### config.mk
export PLATFORM = sky130hd
export DESIGN_NAME = next_lexicographic_permutation
export DESIGN_NICKNAME = d
export VERILOG_FILES = /design/src/rtl/nlp_pkg.sv /design/src/rtl/next_lexicographic_permutation.sv /design/src/rtl/nlp_front.sv /design/src/rtl/nlp_back.sv
export VERILOG_INCLUDE_DIRS = /design/src /design/src/rtl
export SDC_FILE = /design/constraint.sdc
export NUM_CORES = 1
export LEC_CHECK = 0
export ABC_AREA = 0
export BUFFER_PORTS_ARGS = -buffer_cell sky130_fd_sc_hd__clkbuf_2
export CAP_MARGIN = 20
export CORE_ASPECT_RATIO = 0.9
export CORE_MARGIN = 3
export CORE_UTILIZATION = 59
export DETAILED_ROUTE_END_ITERATION = 12
export HOLD_SLACK_MARGIN = 0.12
export PLACE_DENSITY = 0.83
export SYNTH_ARGS = -nofsm -noshare
export SYNTH_HDL_FRONTEND = slang
export SYNTH_SLANG_ARGS = --single-unit
export TNS_END_PERCENT = 10
### constraint.sdc
create_clock -name i_clk -period 6 [get_ports i_clk]
set_input_delay 0.3 -clock i_clk [delete_from_list [all_inputs] [get_ports i_clk]]
set_output_delay 0.3 -clock i_clk [all_outputs]
set_load 0.02 [all_outputs]
### src/rtl/next_lexicographic_permutation_macros.svh
// Assertion macros for the next-permutation block.
// Included by the top level; synthesis builds see empty macro bodies.
`ifndef NEXT_LEXICOGRAPHIC_PERMUTATION_MACROS_SVH
`define NEXT_LEXICOGRAPHIC_PERMUTATION_MACROS_SVH
`ifndef SYNTHESIS
// Same-cycle implication, disabled while reset is asserted.
`define NLP_ASSERT_IMPLY(label, clk, rst_n, ante, cons) \
    label: assert property (@(posedge clk) disable iff (!rst_n) (ante) |-> (cons)) \
        else $error("nlp assertion failed");
// Next-cycle implication, disabled while reset is asserted.
`define NLP_ASSERT_NEXT(label, clk, rst_n, ante, cons) \
    label: assert property (@(posedge clk) disable iff (!rst_n) (ante) |=> (cons)) \
        else $error("nlp assertion failed");
`else
`define NLP_ASSERT_IMPLY(label, clk, rst_n, ante, cons)
`define NLP_ASSERT_NEXT(label, clk, rst_n, ante, cons)
`endif
`endif

### src/rtl/nlp_pkg.sv
// Shared constants and types for the next-permutation block.
// Used by nlp_front, nlp_back and the top level; no dependencies.
package nlp_pkg;

    // Default sizes of the sequence store.
    localparam int MAX_LEN_DEF     = 8;
    localparam int VALUE_WIDTH_DEF = 16;

    // Fixed field widths on the ports.
    localparam int FIELD_INDEX_W = 3;
    localparam int FIELD_VALUE_W = 16;
    localparam int IN_DATA_W     = 24;
    localparam int OUT_DATA_W    = 24;
    localparam int CFG_LEN_W     = 4;

    // Configuration port.
    localparam int APB_ADDR_W = 3;
    localparam int APB_DATA_W = 32;
    localparam logic REG_ACTIVE_LENGTH = 1'b0;

    // Operation codes of an input word.
    localparam logic OP_WRITE = 1'b0;
    localparam logic OP_STEP  = 1'b1;

    // Command queue between front and back.
    localparam int QUEUE_DEPTH = 2;

    typedef struct packed {
        logic idle;
        logic finding;
        logic find_ok;
        logic reversing;
        logic rev_ok;
    } t_back_status;

endpackage

### src/rtl/next_lexicographic_permutation.sv
// Next lexicographic permutation engine: a store of MAX_LEN values of which
// the first active_length take part. A write word (tuser 0) stores one value
// and returns nothing; a step word (tuser 1) turns the active part into its
// next permutation in lexicographic order (repeated values as a multiset)
// and returns every active element in order, tlast on the last one and tuser
// set when a next permutation existed. The store has one read and one write
// port, so a step makes one store access per cycle while the output is not
// stalled: it scans left to the rightmost ascent, searches from the right
// for the swap partner, swaps, reverses the suffix pair by pair and emits
// the active elements; a step with no next permutation scans and emits.
// A two-word queue lets input words be taken while a step is still running.
// Store entries read before they are written return unspecified values.
`include "next_lexicographic_permutation_macros.svh"
module next_lexicographic_permutation #(
    parameter int MAX_LEN     = nlp_pkg::MAX_LEN_DEF,
    parameter int VALUE_WIDTH = nlp_pkg::VALUE_WIDTH_DEF
) (
    input  logic                            i_clk,
    input  logic                            i_rst_n,
    input  logic                            s_axis_tvalid,
    output logic                            s_axis_tready,
    // tdata: write_index [2:0], write_value [18:3], zero [23:19]
    input  logic [nlp_pkg::IN_DATA_W-1:0]   s_axis_tdata,
    // tuser: operation [0]
    input  logic                            s_axis_tuser,
    output logic                            m_axis_tvalid,
    input  logic                            m_axis_tready,
    // tdata: element_index [2:0], element_value [18:3], zero [23:19]
    output logic [nlp_pkg::OUT_DATA_W-1:0]  m_axis_tdata,
    // tuser: advanced [0]
    output logic                            m_axis_tuser,
    output logic                            m_axis_tlast,
    input  logic                            psel,
    input  logic                            penable,
    input  logic                            pwrite,
    input  logic [nlp_pkg::APB_ADDR_W-1:0]  paddr,
    input  logic [nlp_pkg::APB_DATA_W-1:0]  pwdata,
    output logic [nlp_pkg::APB_DATA_W-1:0]  prdata,
    output logic                            pready
);

    localparam int IW = $clog2(MAX_LEN);
    localparam int LW = $clog2(MAX_LEN + 1);
    localparam logic [nlp_pkg::CFG_LEN_W-1:0] LEN_RESET =
        nlp_pkg::CFG_LEN_W'((MAX_LEN > 15) ? 15 : MAX_LEN);

    logic [nlp_pkg::CFG_LEN_W-1:0] r_active_length;
    logic [LW-1:0]                 eff_len;
    logic                          reg_sel;
    logic                          cfg_write;

    logic                   q_valid;
    logic                   q_op;
    logic [IW-1:0]          q_index;
    logic [VALUE_WIDTH-1:0] q_value;
    logic                   q_pop;

    logic [nlp_pkg::FIELD_INDEX_W-1:0] out_index;
    logic [nlp_pkg::FIELD_VALUE_W-1:0] out_value;
    nlp_pkg::t_back_status             back_status;

    assign pready    = 1'b1;
    assign reg_sel   = (paddr[2] == nlp_pkg::REG_ACTIVE_LENGTH);
    assign cfg_write = psel && penable && pwrite && pready && reg_sel;
    assign prdata    = reg_sel ? nlp_pkg::APB_DATA_W'(r_active_length) : '0;

    always_ff @(posedge i_clk) begin
        if (!i_rst_n) begin
            r_active_length <= LEN_RESET;
        end else if (cfg_write) begin
            r_active_length <= pwdata[nlp_pkg::CFG_LEN_W-1:0];
        end
    end

    // A length of zero acts as one; a length above the store acts as its size.
    always_comb begin
        if (r_active_length == '0) begin
            eff_len = LW'(1);
        end else if (32'(r_active_length) > MAX_LEN) begin
            eff_len = LW'(MAX_LEN);
        end else begin
            eff_len = LW'(r_active_length);
        end
    end

    nlp_front #(
        .MAX_LEN     (MAX_LEN),
        .VALUE_WIDTH (VALUE_WIDTH)
    ) u_front (
        .i_clk       (i_clk),
        .i_rst_n     (i_rst_n),
        .i_valid     (s_axis_tvalid),
        .o_ready     (s_axis_tready),
        .i_op        (s_axis_tuser),
        .i_index     (s_axis_tdata[2:0]),
        .i_value     (s_axis_tdata[18:3]),
        .o_cmd_valid (q_valid),
        .o_cmd_op    (q_op),
        .o_cmd_index (q_index),
        .o_cmd_value (q_value),
        .i_cmd_pop   (q_pop)
    );

    nlp_back #(
        .MAX_LEN     (MAX_LEN),
        .VALUE_WIDTH (VALUE_WIDTH)
    ) u_back (
        .i_clk       (i_clk),
        .i_rst_n     (i_rst_n),
        .i_len       (eff_len),
        .i_cmd_valid (q_valid),
        .i_cmd_op    (q_op),
        .i_cmd_index (q_index),
        .i_cmd_value (q_value),
        .o_cmd_pop   (q_pop),
        .o_valid     (m_axis_tvalid),
        .i_ready     (m_axis_tready),
        .o_index     (out_index),
        .o_value     (out_value),
        .o_advanced  (m_axis_tuser),
        .o_last      (m_axis_tlast),
        .o_status    (back_status)
    );

    assign m_axis_tdata = {5'b0, out_value, out_index};

    // The back end takes a queued word only in its idle state.
    `NLP_ASSERT_IMPLY(a_pop_when_idle, i_clk, i_rst_n, q_pop, back_status.idle)
    `NLP_ASSERT_NEXT(a_step_starts, i_clk, i_rst_n, q_pop && q_op == nlp_pkg::OP_STEP, !back_status.idle)
    // The partner search never runs onto the pivot.
    `NLP_ASSERT_IMPLY(a_find_bound, i_clk, i_rst_n, back_status.finding, back_status.find_ok)
    `NLP_ASSERT_IMPLY(a_rev_bound, i_clk, i_rst_n, back_status.reversing, back_status.rev_ok)

endmodule

### src/rtl/nlp_front.sv
// Front end: accepts input words, drops writes outside the store and
// queues the rest for the back end. Depends on nlp_pkg.
module nlp_front #(
    parameter int MAX_LEN     = nlp_pkg::MAX_LEN_DEF,
    parameter int VALUE_WIDTH = nlp_pkg::VALUE_WIDTH_DEF
) (
    input  logic                                i_clk,
    input  logic                                i_rst_n,
    input  logic                                i_valid,
    output logic                                o_ready,
    input  logic                                i_op,
    input  logic [nlp_pkg::FIELD_INDEX_W-1:0]   i_index,
    input  logic [nlp_pkg::FIELD_VALUE_W-1:0]   i_value,
    output logic                                o_cmd_valid,
    output logic                                o_cmd_op,
    output logic [$clog2(MAX_LEN)-1:0]          o_cmd_index,
    output logic [VALUE_WIDTH-1:0]              o_cmd_value,
    input  logic                                i_cmd_pop
);

    localparam int IW = $clog2(MAX_LEN);
    localparam int QD = nlp_pkg::QUEUE_DEPTH;
    localparam int PW = $clog2(QD);
    localparam int CW = $clog2(QD + 1);

    logic                   r_q_op    [QD];
    logic [IW-1:0]          r_q_index [QD];
    logic [VALUE_WIDTH-1:0] r_q_value [QD];
    logic [PW-1:0]          r_wr_ptr, n_wr_ptr;
    logic [PW-1:0]          r_rd_ptr, n_rd_ptr;
    logic [CW-1:0]          r_count, n_count;
    logic                   keep;
    logic                   push;
    logic                   pop;

    // A write beyond the store is accepted and dropped here.
    assign keep    = (i_op == nlp_pkg::OP_STEP) || (32'(i_index) < 32'(MAX_LEN));
    assign o_ready = (r_count != CW'(QD));
    assign push    = i_valid && o_ready && keep;
    assign pop     = i_cmd_pop && o_cmd_valid;

    assign o_cmd_valid = (r_count != '0);
    assign o_cmd_op    = r_q_op[r_rd_ptr];
    assign o_cmd_index = r_q_index[r_rd_ptr];
    assign o_cmd_value = r_q_value[r_rd_ptr];

    always_comb begin
        n_wr_ptr = r_wr_ptr;
        n_rd_ptr = r_rd_ptr;
        n_count  = r_count;
        if (push) begin
            n_wr_ptr = (32'(r_wr_ptr) == QD - 1) ? '0 : r_wr_ptr + PW'(1);
        end
        if (pop) begin
            n_rd_ptr = (32'(r_rd_ptr) == QD - 1) ? '0 : r_rd_ptr + PW'(1);
        end
        if (push && !pop) begin
            n_count = r_count + CW'(1);
        end else if (pop && !push) begin
            n_count = r_count - CW'(1);
        end
    end

    always_ff @(posedge i_clk) begin
        if (!i_rst_n) begin
            r_wr_ptr <= '0;
            r_rd_ptr <= '0;
            r_count  <= '0;
        end else begin
            r_wr_ptr <= n_wr_ptr;
            r_rd_ptr <= n_rd_ptr;
            r_count  <= n_count;
        end
    end

    always_ff @(posedge i_clk) begin
        if (push) begin
            r_q_op[r_wr_ptr]    <= i_op;
            r_q_index[r_wr_ptr] <= IW'(i_index);
            r_q_value[r_wr_ptr] <= VALUE_WIDTH'(i_value);
        end
    end

endmodule

### src/rtl/nlp_back.sv
// Back end: holds the sequence store, runs the permutation step one store
// access per cycle and emits the elements. Depends on nlp_pkg.
module nlp_back #(
    parameter int MAX_LEN     = nlp_pkg::MAX_LEN_DEF,
    parameter int VALUE_WIDTH = nlp_pkg::VALUE_WIDTH_DEF
) (
    input  logic                                i_clk,
    input  logic                                i_rst_n,
    input  logic [$clog2(MAX_LEN+1)-1:0]        i_len,
    input  logic                                i_cmd_valid,
    input  logic                                i_cmd_op,
    input  logic [$clog2(MAX_LEN)-1:0]          i_cmd_index,
    input  logic [VALUE_WIDTH-1:0]              i_cmd_value,
    output logic                                o_cmd_pop,
    output logic                                o_valid,
    input  logic                                i_ready,
    output logic [nlp_pkg::FIELD_INDEX_W-1:0]   o_index,
    output logic [nlp_pkg::FIELD_VALUE_W-1:0]   o_value,
    output logic                                o_advanced,
    output logic                                o_last,
    output nlp_pkg::t_back_status               o_status
);

    localparam int IW = $clog2(MAX_LEN);
    localparam int LW = $clog2(MAX_LEN + 1);

    localparam logic [3:0] ST_IDLE  = 4'd0;
    localparam logic [3:0] ST_FIRST = 4'd1;
    localparam logic [3:0] ST_SCAN  = 4'd2;
    localparam logic [3:0] ST_FIND  = 4'd3;
    localparam logic [3:0] ST_SWAP  = 4'd4;
    localparam logic [3:0] ST_REVA  = 4'd5;
    localparam logic [3:0] ST_REVB  = 4'd6;
    localparam logic [3:0] ST_REVC  = 4'd7;
    localparam logic [3:0] ST_EMRD  = 4'd8;
    localparam logic [3:0] ST_EMIT  = 4'd9;

    logic [VALUE_WIDTH-1:0] r_mem [MAX_LEN];
    logic [VALUE_WIDTH-1:0] r_rdata;

    logic [3:0]             r_state, n_state;
    logic [LW-1:0]          r_len, n_len;
    logic [IW-1:0]          r_idx, n_idx;
    logic [IW-1:0]          r_lo, n_lo;
    logic [IW-1:0]          r_hi, n_hi;
    logic [IW-1:0]          r_k, n_k;
    logic [VALUE_WIDTH-1:0] r_prev, n_prev;
    logic [VALUE_WIDTH-1:0] r_pval, n_pval;
    logic [VALUE_WIDTH-1:0] r_tval, n_tval;
    logic                   r_adv, n_adv;

    logic                              r_ovalid, n_ovalid;
    logic [nlp_pkg::FIELD_INDEX_W-1:0] r_oindex, n_oindex;
    logic [nlp_pkg::FIELD_VALUE_W-1:0] r_ovalue, n_ovalue;
    logic                              r_oadv, n_oadv;
    logic                              r_olast, n_olast;

    logic                   rd_en;
    logic [IW-1:0]          rd_addr;
    logic                   wr_en;
    logic [IW-1:0]          wr_addr;
    logic [VALUE_WIDTH-1:0] wr_data;
    logic [IW-1:0]          len_m1;
    logic                   out_free;

    assign len_m1   = IW'(r_len - LW'(1));
    assign out_free = !r_ovalid || i_ready;

    always_comb begin
        n_state  = r_state;
        n_len    = r_len;
        n_idx    = r_idx;
        n_lo     = r_lo;
        n_hi     = r_hi;
        n_k      = r_k;
        n_prev   = r_prev;
        n_pval   = r_pval;
        n_tval   = r_tval;
        n_adv    = r_adv;
        n_ovalid = r_ovalid;
        n_oindex = r_oindex;
        n_ovalue = r_ovalue;
        n_oadv   = r_oadv;
        n_olast  = r_olast;
        rd_en    = 1'b0;
        rd_addr  = '0;
        wr_en    = 1'b0;
        wr_addr  = '0;
        wr_data  = '0;
        o_cmd_pop = 1'b0;

        if (r_ovalid && i_ready) begin
            n_ovalid = 1'b0;
        end

        case (r_state)
            ST_IDLE: begin
                if (i_cmd_valid) begin
                    o_cmd_pop = 1'b1;
                    if (i_cmd_op == nlp_pkg::OP_WRITE) begin
                        wr_en   = 1'b1;
                        wr_addr = i_cmd_index;
                        wr_data = i_cmd_value;
                    end else begin
                        n_len = i_len;
                        n_adv = 1'b0;
                        if (32'(i_len) < 2) begin
                            n_state = ST_EMRD;
                        end else begin
                            rd_en   = 1'b1;
                            rd_addr = IW'(i_len - LW'(1));
                            n_idx   = IW'(i_len - LW'(1));
                            n_state = ST_FIRST;
                        end
                    end
                end
            end
            ST_FIRST: begin
                n_prev  = r_rdata;
                rd_en   = 1'b1;
                rd_addr = r_idx - IW'(1);
                n_idx   = r_idx - IW'(1);
                n_state = ST_SCAN;
            end
            ST_SCAN: begin
                // Walk left until an element is smaller than its right neighbor.
                if (r_rdata < r_prev) begin
                    n_pval  = r_rdata;
                    rd_en   = 1'b1;
                    rd_addr = len_m1;
                    n_hi    = len_m1;
                    n_state = ST_FIND;
                end else if (r_idx == '0) begin
                    n_state = ST_EMRD;
                end else begin
                    n_prev  = r_rdata;
                    rd_en   = 1'b1;
                    rd_addr = r_idx - IW'(1);
                    n_idx   = r_idx - IW'(1);
                end
            end
            ST_FIND: begin
                // The suffix is non-increasing, so the first larger value seen
                // from the right is the rightmost one.
                if (r_rdata > r_pval) begin
                    wr_en   = 1'b1;
                    wr_addr = r_hi;
                    wr_data = r_pval;
                    n_tval  = r_rdata;
                    n_state = ST_SWAP;
                end else begin
                    rd_en   = 1'b1;
                    rd_addr = r_hi - IW'(1);
                    n_hi    = r_hi - IW'(1);
                end
            end
            ST_SWAP: begin
                wr_en   = 1'b1;
                wr_addr = r_idx;
                wr_data = r_tval;
                n_adv   = 1'b1;
                n_lo    = r_idx + IW'(1);
                n_hi    = len_m1;
                if (len_m1 > r_idx + IW'(1)) begin
                    rd_en   = 1'b1;
                    rd_addr = r_idx + IW'(1);
                    n_state = ST_REVA;
                end else begin
                    n_state = ST_EMRD;
                end
            end
            ST_REVA: begin
                n_tval  = r_rdata;
                rd_en   = 1'b1;
                rd_addr = r_hi;
                n_state = ST_REVB;
            end
            ST_REVB: begin
                wr_en   = 1'b1;
                wr_addr = r_lo;
                wr_data = r_rdata;
                n_state = ST_REVC;
            end
            ST_REVC: begin
                wr_en   = 1'b1;
                wr_addr = r_hi;
                wr_data = r_tval;
                n_lo    = r_lo + IW'(1);
                n_hi    = r_hi - IW'(1);
                if (r_hi - IW'(1) > r_lo + IW'(1)) begin
                    rd_en   = 1'b1;
                    rd_addr = r_lo + IW'(1);
                    n_state = ST_REVA;
                end else begin
                    n_state = ST_EMRD;
                end
            end
            ST_EMRD: begin
                rd_en   = 1'b1;
                rd_addr = '0;
                n_k     = '0;
                n_state = ST_EMIT;
            end
            ST_EMIT: begin
                // The read data register holds while the output stage is full.
                if (out_free) begin
                    n_ovalid = 1'b1;
                    n_oindex = nlp_pkg::FIELD_INDEX_W'(r_k);
                    n_ovalue = nlp_pkg::FIELD_VALUE_W'(r_rdata);
                    n_oadv   = r_adv;
                    n_olast  = (r_k == len_m1);
                    if (r_k == len_m1) begin
                        n_state = ST_IDLE;
                    end else begin
                        rd_en   = 1'b1;
                        rd_addr = r_k + IW'(1);
                        n_k     = r_k + IW'(1);
                    end
                end
            end
            default: begin
                n_state = ST_IDLE;
            end
        endcase
    end

    always_ff @(posedge i_clk) begin
        if (!i_rst_n) begin
            r_state  <= ST_IDLE;
            r_ovalid <= 1'b0;
        end else begin
            r_state  <= n_state;
            r_ovalid <= n_ovalid;
        end
    end

    always_ff @(posedge i_clk) begin
        r_len    <= n_len;
        r_idx    <= n_idx;
        r_lo     <= n_lo;
        r_hi     <= n_hi;
        r_k      <= n_k;
        r_prev   <= n_prev;
        r_pval   <= n_pval;
        r_tval   <= n_tval;
        r_adv    <= n_adv;
        r_oindex <= n_oindex;
        r_ovalue <= n_ovalue;
        r_oadv   <= n_oadv;
        r_olast  <= n_olast;
    end

    always_ff @(posedge i_clk) begin
        if (wr_en) begin
            r_mem[wr_addr] <= wr_data;
        end
        if (rd_en) begin
            r_rdata <= r_mem[rd_addr];
        end
    end

    assign o_valid    = r_ovalid;
    assign o_index    = r_oindex;
    assign o_value    = r_ovalue;
    assign o_advanced = r_oadv;
    assign o_last     = r_olast;

    assign o_status.idle      = (r_state == ST_IDLE);
    assign o_status.finding   = (r_state == ST_FIND);
    assign o_status.find_ok   = (r_hi > r_idx);
    assign o_status.reversing = (r_state == ST_REVA) || (r_state == ST_REVB) ||
                                (r_state == ST_REVC);
    assign o_status.rev_ok    = (r_lo < r_hi);

endmodule
After elaboration in Yosys (flattened, before gate mapping) --
Memory sizes are Yosys's and may differ from the RTL's. A register that Yosys moved wholly into a read port is not among the register bits. Index checks and enable logic that the tools add are counted.
Word-level totals: memories 4, output and inout port bits 61, word-level logic and storage cells 189, RAM bits 168, memory bits (read-only) 0, flip-flop bits (word level) 98, input port bits 67, bits in latches 0
Memories:
- u_back.r_mem | words 8, bits a word 16, rd ports 1, clocked after Yosys merged registers in 1, write ports 1, RTL line nlp_back.sv:38 | logic [VALUE_WIDTH-1:0] r_mem [MAX_LEN];
- u_front.r_q_value | words 2, bits a word 16, rd ports 1, clocked after Yosys merged registers in 1, write ports 1, RTL line nlp_front.sv:28 | logic [VALUE_WIDTH-1:0] r_q_value [QD];
- u_front.r_q_index | words 2, bits a word 3, rd ports 1, clocked after Yosys merged registers in 1, write ports 1, RTL line nlp_front.sv:27 | logic [IW-1:0] r_q_index [QD];
- u_front.r_q_op | words 2, bits a word 1, rd ports 1, clocked after Yosys merged registers in 1, write ports 1, RTL line nlp_front.sv:26 | logic r_q_op [QD];
Operators by class: multipliers 0, $lt $le $gt $ge 6, add/sub/neg operators 11, bitwise operators 1, reductions and logical operators 37, equality and inequality tests 23, shift-type cells 0, multiplexer cells 88, div/mod/pow operators 0
Operators by type and width (number):
- 2-to-1 mux 16 bit | 6
- 2-to-1 mux 3 bit | 22
- case mux 16 bit (2 select lines) | 2
- case mux 16 bit (4 select lines) | 1
- 2-to-1 mux 4 bit | 13
- case mux 4 bit (10 select lines) | 1
- 2-to-1 mux 1 bit | 32
- case mux 3 bit (8 select lines) | 1
- equality test 4 x 3 -> 1 bit, second input constant | 4
- greater-than comparator 16 bit | 1
- < comparator 16 bit | 1
- case mux 3 bit (5 select lines) | 1
- AND reduction 3 bit | 5
- nonzero test 2 bit | 7
- inequality test 2 x 1 -> 1 bit, second input constant | 6
- inequality test 2 bit, second input constant | 6
- case mux 3 bit (2 select lines) | 2
- case mux 3 bit (4 select lines) | 1
- AND reduction 6 bit | 2
- subtractor 3 x 1 -> 3 bit, second input constant | 4
- adder 3 x 1 -> 3 bit, second input constant | 3
- case mux 3 bit (3 select lines) | 1
- equality test 4 x 2 -> 1 bit, second input constant | 2
- equality test 4 bit, second input constant | 2
- 24 further kinds | 40

Depth between registers and ports, before layout --
Gate-level depths: netlist (run 1).
depth after elaboration 8, gate-level depth with buffers 15, gate-level depth less buffers 13

Hierarchy --
Synthesis (run 1) repeated with hierarchy kept, for this count alone.
Unflattened totals: cell total of the unflattened synthesis 944, area, all modules 13087.6 um2
Modules (own cells, without submodules):
- nlp_back | seq. area each 6976.7 um2, cells each 795, instances 1, area each 10904.2 um2
- nlp_front | seq. area each 1301.2 um2, cells each 86, instances 1, area each 1679.1 um2
- next_lexicographic_permutation | seq. area each 80.1 um2, cells each 63, instances 1, area each 504.2 um2

Least setup slack after synthesis (run 1) --
No wires, ideal clock.
path type reg2reg, start point register u_back.r_rdata[14] (read register of u_back.r_mem), end point memory u_back.r_mem[2][0] in the netlist's numbering, enable pin, buffers on the path 0, data arrival time 3.745 ns, slack 1.842 ns, cell stages (with the launch flop) 10, period minus slack after synthesis 4.158 ns, setup time 0.413 ns, required time 5.587 ns, cells stage by stage edfxtp_1 ha_1 nand4_2 nor3_1 a2111o_1 o311ai_2 nand2_1 a21oi_1 and2_1 nor3b_1
On the way: word-level cells in the longest chain between the ends 5, elaborated cells on any way between the ends 7, classes of those cells order compare (1); mux (6)
Ends and longest elaborated chain:
- start, declared | RTL line nlp_back.sv:39 | logic [VALUE_WIDTH-1:0] r_rdata;
- greater-than comparator 16 bit * | RTL line nlp_back.sv:145 | if (r_rdata > r_pval) begin
- 2-to-1 mux 1 bit | RTL line nlp_back.sv:145
- case mux 1 bit (3 select lines) | RTL line nlp_back.sv:96 | case (r_state)
- 2-to-1 mux 1 bit | RTL line nlp_back.sv:254 | if (wr_en) begin
- 2-to-1 mux 1 bit (not written as such) | RTL line nlp_back.sv:255 | r_mem[wr_addr] <= wr_data;
- end, declared | RTL line nlp_back.sv:38
Every way passes the cells marked *; elsewhere a longest branch is shown, timed or not.

Worst setup path in the final report (run 1) --
start point register u_back.r_len[0], end point register u_back.r_rdata[15] (read register of u_back.r_mem) (data pin)
On the way: word-level cells in the longest chain between the ends 5, elaborated cells on any way between the ends 12, classes of those cells add/sub (1); order compare (1); eq/ne (1); mux (9)
Ends and longest elaborated chain:
- start, declared | RTL line nlp_back.sv:42 | logic [LW-1:0] r_len, n_len;
- start signal, assigned | RTL line nlp_back.sv:238 | r_len <= n_len;
- subtractor 3 x 1 -> 3 bit * | RTL line nlp_back.sv:66 | assign len_m1 = IW'(r_len - LW'(1));
- parallel branches: the longest is 4 deep, another holds greater-than comparator 3 bit
Mark *: on every way between the ends. A chain may end at the register's enable or synchronous reset.

==> flow_summary.ini, run 1 <==
[run_status]
status = completed

[clock_network]
cts_htree_levels = 1
cts.sinks = 283
cts_tree = done
cts_inserted_buffers = 28
clk_path_buf_depth = 3
root_buffer = clkbuf_16
clk_pin_slew_ns = 0.06
cts-resized-gates = 0
post-cts-setup-buffer-count = 0
clk-insertion-delay-late_ns = 0.54

[cells_and_area]
final_cell_mix = edfxtp_1 (269), mux2i_1 (90), inv_1 (58), clkbuf_2 (58), ha_1 (46)
n_antenna_cell = 0
final_common_cell = edfxtp_1
final_nets = 1072
area_delta_synth_final_pct = 12.4
fillers = 1415
drive_gt1_frac = 0.156

[grt]
grt-busiest-layer = met2
met3_usage = 0.0455
overflow = 0
use_met1 = 0.323
grt_max_degree = 65
grt_use_met2 = 0.376
antenna_found_initial = 0
track_usage = 0.231
grt_first_pass_wirelength_um = 42200
grt_pass1_vias = 7457

[timing]
hold_ws_ns = 0.181
setup_violations = 0
worstMarginPinSlew_ns = 1.12
fin_crit_sh = 0.756
maxSlewViolCount = 0
finalClockSkew_ns = 0.0281
min_period_ns = 4.53
rsz0062_at_grt = no
final_hold_viol_count = 0
slew_headroom = 0.251
tns_ns = 0
fmaxAchievable_ghz = 0.221

[worst_setup_path]
worstPathRequired_ns = 6.20
worst-path-buf-inv = 2
path_max_fanout = 16
slowest_stage = nor2b_2
cp_slowest_stage_delay_ns = 0.86
crit_family = compound AO/OA/AOI/OAI gates
cp.arrival_ns = 4.73
critPathKind = flip-flop to flip-flop
reg2regPathDepth = 13
start_kind = flip-flop
r2r_setup_slack_ns = 1.47
worstPathCellList = inv_1, ha_1, xnor2_2, inv_1, ha_1, o21a_1, o211a_1, a21oi_1, o32ai_4, a2111oi_4, nor2b_2, a22o_1, a221oi_1
worst_r2r_endpoint = u_back.r_rdata[15]
critPathCaptureType = flip-flop
r2r_start = u_back.r_len[0]

[min_path]
whs_endpoint = u_front.r_wr_ptr
holdPathStages = 4
hp-start = s_axis_tvalid
hold_path.class = input port to flip-flop

[yosys]
synth_edf_count = 269
yosys_warnings = 0
netlist_area_um2 = 12800
async_flop_share = 0
ys_seq_elements = 283
synthCells = 865
synth_top_area_cell = edfxtp_1
synthFlopType = edfxtp_1
synth_top_area_share = 0.632
synth_cell_type_count = 78
yosysSeqAreaShare = 0.654
syn_avg_cell_area_um2 = 14.8
synthTopCellsByArea = edfxtp_1 (63%), mux2i_1 (7.1%), ha_1 (4.5%)

[drt]
via_count = 7587
ant_nets = 0
wl_per_cell_um = 21.6
dr.first_iter.drc_count = 833
drt-total-wl_um = 27300
first_pass_iters = 5
drcViolationCount = 0
routed_via_density = 6.01

[die]
die-area_um2 = 23500
initial_utilization = 0.608
core-area_um2 = 21000
io_pins = 128
dieWidth_um = 161
die_height_um = 146
rows = 50

[power]
vdd_drop_max_v = 0.000444
p_leak_nw = 5.33
power_density_nw_per_um2 = 533

[placement]
gp_congestion = 0.959
hpwlAfterDp_um = 17400
port_buffers = 58

[job]
drv_cap = 0
==> per-stage QoR <==
stage	setup slack [ns]	utilization	std cells	power [mW]	cell area [um2]
floorplan	1.84	-	897	5.29	12900
global placement	1.67	0.629	1187	5.82	13200
detailed placement	1.57	0.630	1188	5.97	13200
CTS	1.51	0.682	1261	7.62	14300
global route	1.32	0.683	1262	8.04	14400
finish	1.47	0.683	1262	7.66	14400
==> sequential cells by signal, indices dropped and copies added (netlist names), 2 cells and up, named ones only <==
name	cells
u_back.r_lo	3
u_back.r_len	3
u_back.r_idx	3
u_back.r_hi	3
u_back.r_mem	128
u_back.r_tval	16
u_back.o_index	3
u_back.r_pval	16
u_back.r_rdata	16
u_back.r_state	4
u_back.o_value	16
u_front.r_q_op	2
u_back.r_prev	16
u_front.r_q_index	6
r_active_length	4
u_back.r_k	3
u_front.r_count	2
u_front.r_q_value	32
==> worst min-delay path, stage by stage <==
cell	delay [ns]
clkbuf_2	0.09
nand2_1	0.12
xor2_1	0.08
nor2_1	0.07
==> Yosys cell counts, drive strengths merged, types with 2 or more instances <==
library cell,number
a2111o,2
a2111oi,2
a21boi,4
a21o,2
a21oi,35
a221oi,17
a22o,16
a22oi,20
and2,4
and3,4
buf,51
clkbuf,14
conb,2
dfxtp,14
edfxtp,269
ha,46
inv,58
mux2,2
mux2i,92
nand2,29
nand2b,10
nand3,13
nand4,5
nor2,42
nor2b,13
nor3,13
nor3b,2
nor4,4
o211ai,4
o21a,2
o21ai,14
o221ai,17
o22ai,2
o311ai,5
o32ai,2
or3,4
xnor2,8
xor2,7
==> worst max-delay path by stage <==
stage,to,from,depth (start not counted),slack (ns)
floorplan,u_back.r_mem[2][0],u_back.r_rdata[14],9,1.84
global placement,u_back.r_rdata[9],u_back.r_len[0],13,1.67
detailed placement,u_back.r_rdata[7],u_back.r_len[0],13,1.57
CTS,u_back.r_rdata[15],u_back.r_len[0],13,1.51
global route,u_back.r_rdata[1],u_back.r_len[0],13,1.32
finish,u_back.r_rdata[15],u_back.r_len[0],13,1.47
==> per-layer routing <==
| layer | part of all wire | vias to the layer above |
|---|---|---|
| met1 | 0.41 | 3704 |
| met5 | 0 | - |
| met3 | 0.088 | 47 |
| met2 | 0.48 | 394 |
| li1 | - | 3442 |
| met4 | 0.021 | 0 |
==> final cells by class <==
| type | instances | area (um2) | share of cell area |
|---|---|---|---|
| multi-input combinational | 491 | 3920 | 0.273 |
| clock inverter | 9 | 75.1 | 0.00523 |
| clock buffer | 38 | 759 | 0.0529 |
| sequential | 283 | 8360 | 0.582 |
| tap | 286 | 358 | 0.0249 |
| inverter | 58 | 218 | 0.0152 |
| timing repair buffer | 97 | 673 | 0.0469 |
==> kinds of logic after synthesis <==
group | Yosys count | synth area share
AOI/OAI and AO/OA | 152 | 0.0986
xor gates and xnor gates | 15 | 0.0109
adders and majority gates | 46 | 0.0451
buffers and inverters | 123 | 0.0523
DFF | 283 | 0.654
muxes | 94 | 0.0745
other | 2 | 0.000588
and+or+nand+nor | 150 | 0.0637
==> power breakdown <==
group,total [mW],switching [mW],internal (mW)
Clock,1.60,0.675,0.923
Sequential,3.11,0.288,2.82
Combinational,2.95,1.81,1.14
==> repair_timing <==
item | 4_1_cts | 5_1_grt
hold buffers | 26 | 0
setup endpoints to repair | 0 | 0
endpoints found under the hold margin | 47 | 0
Power figures use the tool's default switching activity.
==> run 2, diff against run 1 <==
ABC_AREA = 1   (was 0)
CORE_UTILIZATION = 54   (was 59)
PLACE_DENSITY = 0.8   (was 0.83)
clock period = 3.9 ns   (was 6 ns; I/O delays follow)
==> run 2 against run 1 <==
  * Via count up 25%
  * Cell count rose by 40%
  * Combinational power rose by 80%
  * Largest cell class unchanged
  * Synthesized cell count up 48%
  * Clock power is 73% higher
  * Design area increased by 7.9%
  * Critical path type unchanged
  * First-iteration DRC count grew 3.5%
  * Total power is 70% higher
  * Critical endpoint is now u_back.r_rdata[8]
  * Sequential share of layout area shrank 4.3 points
  * Clock skew is 0.016 ns lower
==> flow_summary.ini, run 2 <==
[die]
initial_utilization = 0.552
io_pins = 128
die-area_um2 = 26900
core-area_um2 = 24400
dieWidth_um = 173
rows = 54
die_height_um = 156

[worst_setup_path]
worst_r2r_endpoint = u_back.r_rdata[8]
r2r_setup_slack_ns = 0.50
slowest_stage = edfxtp_1
worstPathRequired_ns = 4.29
path_max_fanout = 38
cp.arrival_ns = 3.79
crit_end = u_back.r_rdata[8]
r2r_start = u_back.r_idx[0]
cp_slowest_stage_delay_ns = 0.45
path_common_cell = nand2_1
critPathCaptureType = flip-flop
critPathKind = flip-flop to flip-flop
start_kind = flip-flop
cp-startpoint = u_back.r_idx[0]
reg2regPathDepth = 19
worstPathCellList = ha_1, xnor2_1, ha_1, a21oi_1, nand2_1, nand2_1, nor2_1, nand2_1, nand4_1, nor2_1, nand2_1, inv_2, nand2_4, buf_12, nand2_1, nand3_1, nand2_1, nand2_1, nand2_1

[cells_and_area]
largest_register_ffs = 128
final_nets = 1520
area_delta_synth_final_pct = 15.0
regMostFlops = u_back.r_mem
drive_gt1_frac = 0.135
fin_util = 0.635
final_cell_mix = edfxtp_1 (269), nand2_1 (260), inv_1 (224)
fillers = 1770
finish.instance_area_um2 = 15500
n_antenna_cell = 0
final_common_cell = edfxtp_1
largestRegisters = u_back.r_mem x128, u_front.r_q_value x32

[yosys]
synth_top_area_share = 0.600
syn_avg_cell_area_um2 = 10.5
synth.most_common_cell = edfxtp_1
yosys_warnings = 0
synthFlopType = edfxtp_1
synth_cell_type_count = 52
synth_edf_count = 269
synth_top_cells_by_count = edfxtp_1 (269), nand2_1 (260), inv_1 (224)
ys_seq_elements = 283
yosysSeqAreaShare = 0.620
synthCells = 1282
async_flop_share = 0
synthTopCellsByArea = edfxtp_1 (60%), nand2_1 (7.2%), inv_1 (6.2%)
synth_top_area_cell = edfxtp_1
netlist_area_um2 = 13500

[clock_network]
cts_tree = done
cts_inserted_buffers = 28
cts.sinks = 283
cts-resized-gates = 0
clk-insertion-delay-late_ns = 0.54
clk_path_buf_depth = 3
root_buffer = clkbuf_16
cts_htree_levels = 1
clk_pin_slew_ns = 0.06

[timing]
tns_ns = 0
min_period_ns = 3.40
fin_crit_sh = 0.872
worstMarginPinSlew_ns = 0.945
slew_headroom = 0.362
fmaxAchievable_ghz = 0.294
maxSlewViolCount = 0
setup_violations = 0
final_hold_viol_count = 0
rsz0062_at_grt = no
finalClockSkew_ns = 0.0118

[power]
p_leak_nw = 6.76
p_seq_frac = 0.377
p_int_mw = 7.86
vdd_drop_max_v = 0.000475
combPwrFrac = 0.409
power_switching_mw = 5.13
clockPowerShare = 0.213
power_switching_share = 0.395
power_density_nw_per_um2 = 838
power_mw = 13.0

[placement]
gp_congestion = 0.895
hpwlAfterDp_um = 20100
port_buffers = 58
place_area_um2 = 14200

[grt]
antenna_found_initial = 0
grt_pass1_vias = 9173
track_usage = 0.226
grt_max_degree = 65
grt_first_pass_wirelength_um = 48500
overflow = 0

[min_path]
hold_path.class = input port to flip-flop
holdPathStages = 4

[drt]
routed_via_density = 5.36
wl_per_cell_um = 17.4
via_count = 9457
first_pass_iters = 5
ant_nets = 0
dr.first_iter.drc_count = 862
drcViolationCount = 0
drt-total-wl_um = 30800

[run_status]
status = completed

[job]
drv_cap = 0
[run 2: how the worst min path moves through the flow]
stage / start / end / slack [ns]
after global routing: psel / r_active_length[0] / 0.24
after CTS: psel / r_active_length[0] / 0.13
after global placement: s_axis_tuser / u_front.r_q_op[0] / 0.39
after detailed placement: s_axis_tdata[2] / u_front.r_q_index[0][2] / 0.39
final: psel / r_active_length[1] / 0.21
after floorplan: i_rst_n / r_active_length[3] / 0.29
[run 2: area by class of cell]
class	instances	area [um2]	share of cell area
inverter	236	888	0.0573
timing repair buffer	133	985	0.0635
multi-input combinational	725	3890	0.251
clock buffer	34	723	0.0467
sequential	283	8360	0.539
clock inverter	18	229	0.0148
tap	336	420	0.0271
[run 2: what timing repair did]
| action | in CTS | in global routing |
|---|---|---|
| hold buffers | 32 | 0 |
| setup buffers | 0 | 0 |
| endpoints found under the hold margin | 49 | 0 |
[run 2: kinds of logic after synthesis]
| family | share of synthesized area |
|---|---|
| AND/OR/NAND/NOR | 0.180 |
| buffers and inverters | 0.101 |
| flip-flops | 0.620 |
| AO/OA/AOI/OAI | 0.0496 |
| adder cells (fa/ha/maj) | 0.0427 |
| XOR/XNOR | 0.00585 |
| other | 0.000557 |
[run 2: through the flow]
step                      hold slack, ns  std cells  worst slack (ns)
after global placement             0.385       1678             0.569
after global routing               0.243       1765             0.247
final                              0.209       1765             0.498
after CTS                          0.135       1765             0.486
after detailed placement           0.389       1681             0.503
after floorplan                    0.294       1314             0.577
[run 2: power groups by stage]
stage	sequential (mW)	clock [mW]	combinational, mW
after detailed placement	4.95	0	5.23
after CTS	4.90	2.80	5.30
after global placement	4.93	0	4.99
after global routing	4.96	2.93	5.92
final	4.90	2.77	5.32
after floorplan	4.80	0	3.74
[run 2: critical path, delay by kind of cell (launching register included)]
| kind | cells | cell delay [ns] |
|---|---|---|
| buffers and inverters | 2 | 0.49 |
| and+or+nand+nor | 13 | 1.23 |
| AOI/OAI and AO/OA | 1 | 0.13 |
| xor gates and xnor gates | 1 | 0.35 |
| adders and majority gates | 2 | 0.58 |
| DFF | 1 | 0.45 |
[run 2: metal layers]
layer,share of wire,global-route usage,up-vias,wire (um)
met5,0,0,-,0
met4,0.021,0.0645,0,659
met3,0.083,0.0324,51,2550
met2,0.49,0.391,435,15000
met1,0.41,0.303,4503,12600
li1,-,-,4468,-
==> run 3, diff against run 2 <==
PLACE_DENSITY = 0.81   (was 0.8)
==> run 3 against run 2 <==
  * Non-clock buffer count fell by 3
  * Highest routed layer unchanged
  * Wire length fell by 0.13%
  * Design area fell by 0.19%
  * Clock skew rose by 0.0024 ns
  * Largest power group unchanged
  * Critical path depth fell by 1
  * Worst hold slack improved by 0.010 ns
  * Combinational power barely moved
  * Sequential cell count did not move
  * Worst setup slack improved by 0.015 ns
  * Register-to-register slack improved by 0.02 ns
  * Total power fell by 0.21%
  * Maximum frequency rose by 0.44%
==> flow_summary.ini, run 3 (same netlist as run 2, synthesis figures left out) <==
[clock_network]
cts_tree = done
clk_pin_slew_ns = 0.06
hold_buffers = 31
cts.sinks = 283
root_buffer = clkbuf_16
cts-resized-gates = 0
post-cts-setup-buffer-count = 0
cts_inserted_buffers = 28
clk_path_buf_depth = 3
cts_htree_levels = 1
clk-insertion-delay-late_ns = 0.55

[timing]
slew_headroom = 0.498
worstMarginPinSlew_ns = 0.745
maxSlewViolCount = 0
setup_violations = 0
finalClockSkew_ns = 0.0142
rsz0062_at_grt = no
fmaxAchievable_ghz = 0.295
min_period_ns = 3.39
final_hold_viol_count = 0
tns_ns = 0
fin_crit_sh = 0.868

[drt]
dr.max_layer_used = met4
first_pass_iters = 5
dr_wl_met3_um = 2710
routed_via_density = 5.42
drt-total-wl_um = 30800
via_count = 9550
drcViolationCount = 0
wl_met2_um = 14800
ant_nets = 0
wl_per_cell_um = 17.5
wl_met1_um = 12200
dr.first_iter.drc_count = 1000

[worst_setup_path]
worstPathRequired_ns = 4.19
path_common_cell = nand2_1
worstPathCellList = inv_1, ha_1, xor2_1, ha_1, a21oi_1, o21ai_0, and2_1, nand3_1, nand3b_1, nor2_1, nand2_2, inv_2, nand2_2, buf_4, nand3_1, nand2_1, nand2_1, nand2_1
crit_family = simple AND/OR/NAND/NOR gates
cp.arrival_ns = 3.68
crit_cells = 18
cp_slowest_stage_delay_ns = 0.49
path_max_fanout = 24
start_kind = flip-flop
critPathCaptureType = flip-flop
critPathKind = flip-flop to flip-flop
reg2regPathDepth = 18
slowest_stage = edfxtp_1
worst-path-buf-inv = 3

[grt]
grt_max_degree = 65
grt_pass1_vias = 9503
grt_first_pass_wirelength_um = 48500
track_usage = 0.226
antenna_found_initial = 0
overflow = 0

[cells_and_area]
seq_area_um2 = 8360
regMostFlops = u_back.r_mem
final_nets = 1517
n_antenna_cell = 0
largestRegisters = u_back.r_mem x128, u_front.r_q_value x32
drive_gt1_frac = 0.133
fillers = 1771
finish.instance_area_um2 = 15500
fin_util = 0.634
multi_input_area_um2 = 3890
final_cell_mix = edfxtp_1 (269), nand2_1 (260), inv_1 (224)
stdcell_count = 1761
area_delta_synth_final_pct = 14.8
final_common_cell = edfxtp_1
largest_register_ffs = 128

[placement]
dp_cells = 1678
gp_congestion = 0.913
place_area_um2 = 14200
port_buffers = 58
hpwlAfterDp_um = 20000

[min_path]
holdPathStages = 4
hold_path.class = input port to flip-flop

[run_status]
status = completed

[die]
dieWidth_um = 173
die_height_um = 156
io_pins = 128
rows = 54
core-area_um2 = 24400
initial_utilization = 0.552
die-area_um2 = 26900

[power]
power_density_nw_per_um2 = 838
vdd_drop_max_v = 0.000503
p_leak_nw = 6.75
power_mw = 13.0

[job]
drv_cap = 0
## run 3: cell types whose count changed in the layout (fill, tap and decap cells not counted)
cell             change
clkdlybuf4s18_2      +1
clkinv_2             +1
dlygate4sd3_1        -1
buf_8                +1
clkbuf_1             -3
clkinv_4             -1
clkbuf_2             +1
buf_4                -4
buf_2                -1
clkinvlp_4           -2
clkinv_1             +4
## run 3: tightest hold or removal path: stages
cell      delay (ns)
clkbuf_2        0.08
and3_1          0.19
inv_1           0.16
a21oi_1         0.09
## run 3: per-stage QoR
| step | setup slack (ns) | hold slack [ns] |
|---|---|---|
| 6_report | 0.513 | 0.219 |
| 2_1_floorplan | 0.577 | 0.294 |
| 5_1_grt | 0.288 | 0.235 |
| 3_3_place_gp | 0.662 | 0.385 |
| 4_1_cts | 0.590 | 0.185 |
| 3_5_place_dp | 0.596 | 0.390 |
## run 3: cell type report
class / count / share of cell area
sequential: 283 / 0.540
inverter: 236 / 0.0574
clock buffer: 31 / 0.0460
clock inverter: 20 / 0.0146
multi-input combinational: 725 / 0.252
timing repair buffer: 130 / 0.0627
tap: 336 / 0.0272
## run 3: power by group
part	switching (mW)	internal, mW
Clock	1.11	1.64
Combinational	3.62	1.71
Sequential	0.404	4.49
Total	5.13	7.83
## run 3: final timing paths
check / start / end / slack [ns]
max: u_back.r_hi[0] / u_back.r_rdata[9] / 0.51
min: psel / r_active_length[1] / 0.22
max reg2reg: u_back.r_hi[0] / u_back.r_rdata[9] / 0.51
min reg2reg: u_back.r_adv / u_back.o_advanced / 0.49
## run 3: per-layer routing
| metal | GRT usage | up-vias |
|---|---|---|
| met2 | 0.385 | 500 |
| met5 | 0 | - |
| met1 | 0.292 | 4490 |
| met3 | 0.0358 | 104 |
| li1 | - | 4456 |
| met4 | 0.0931 | 0 |
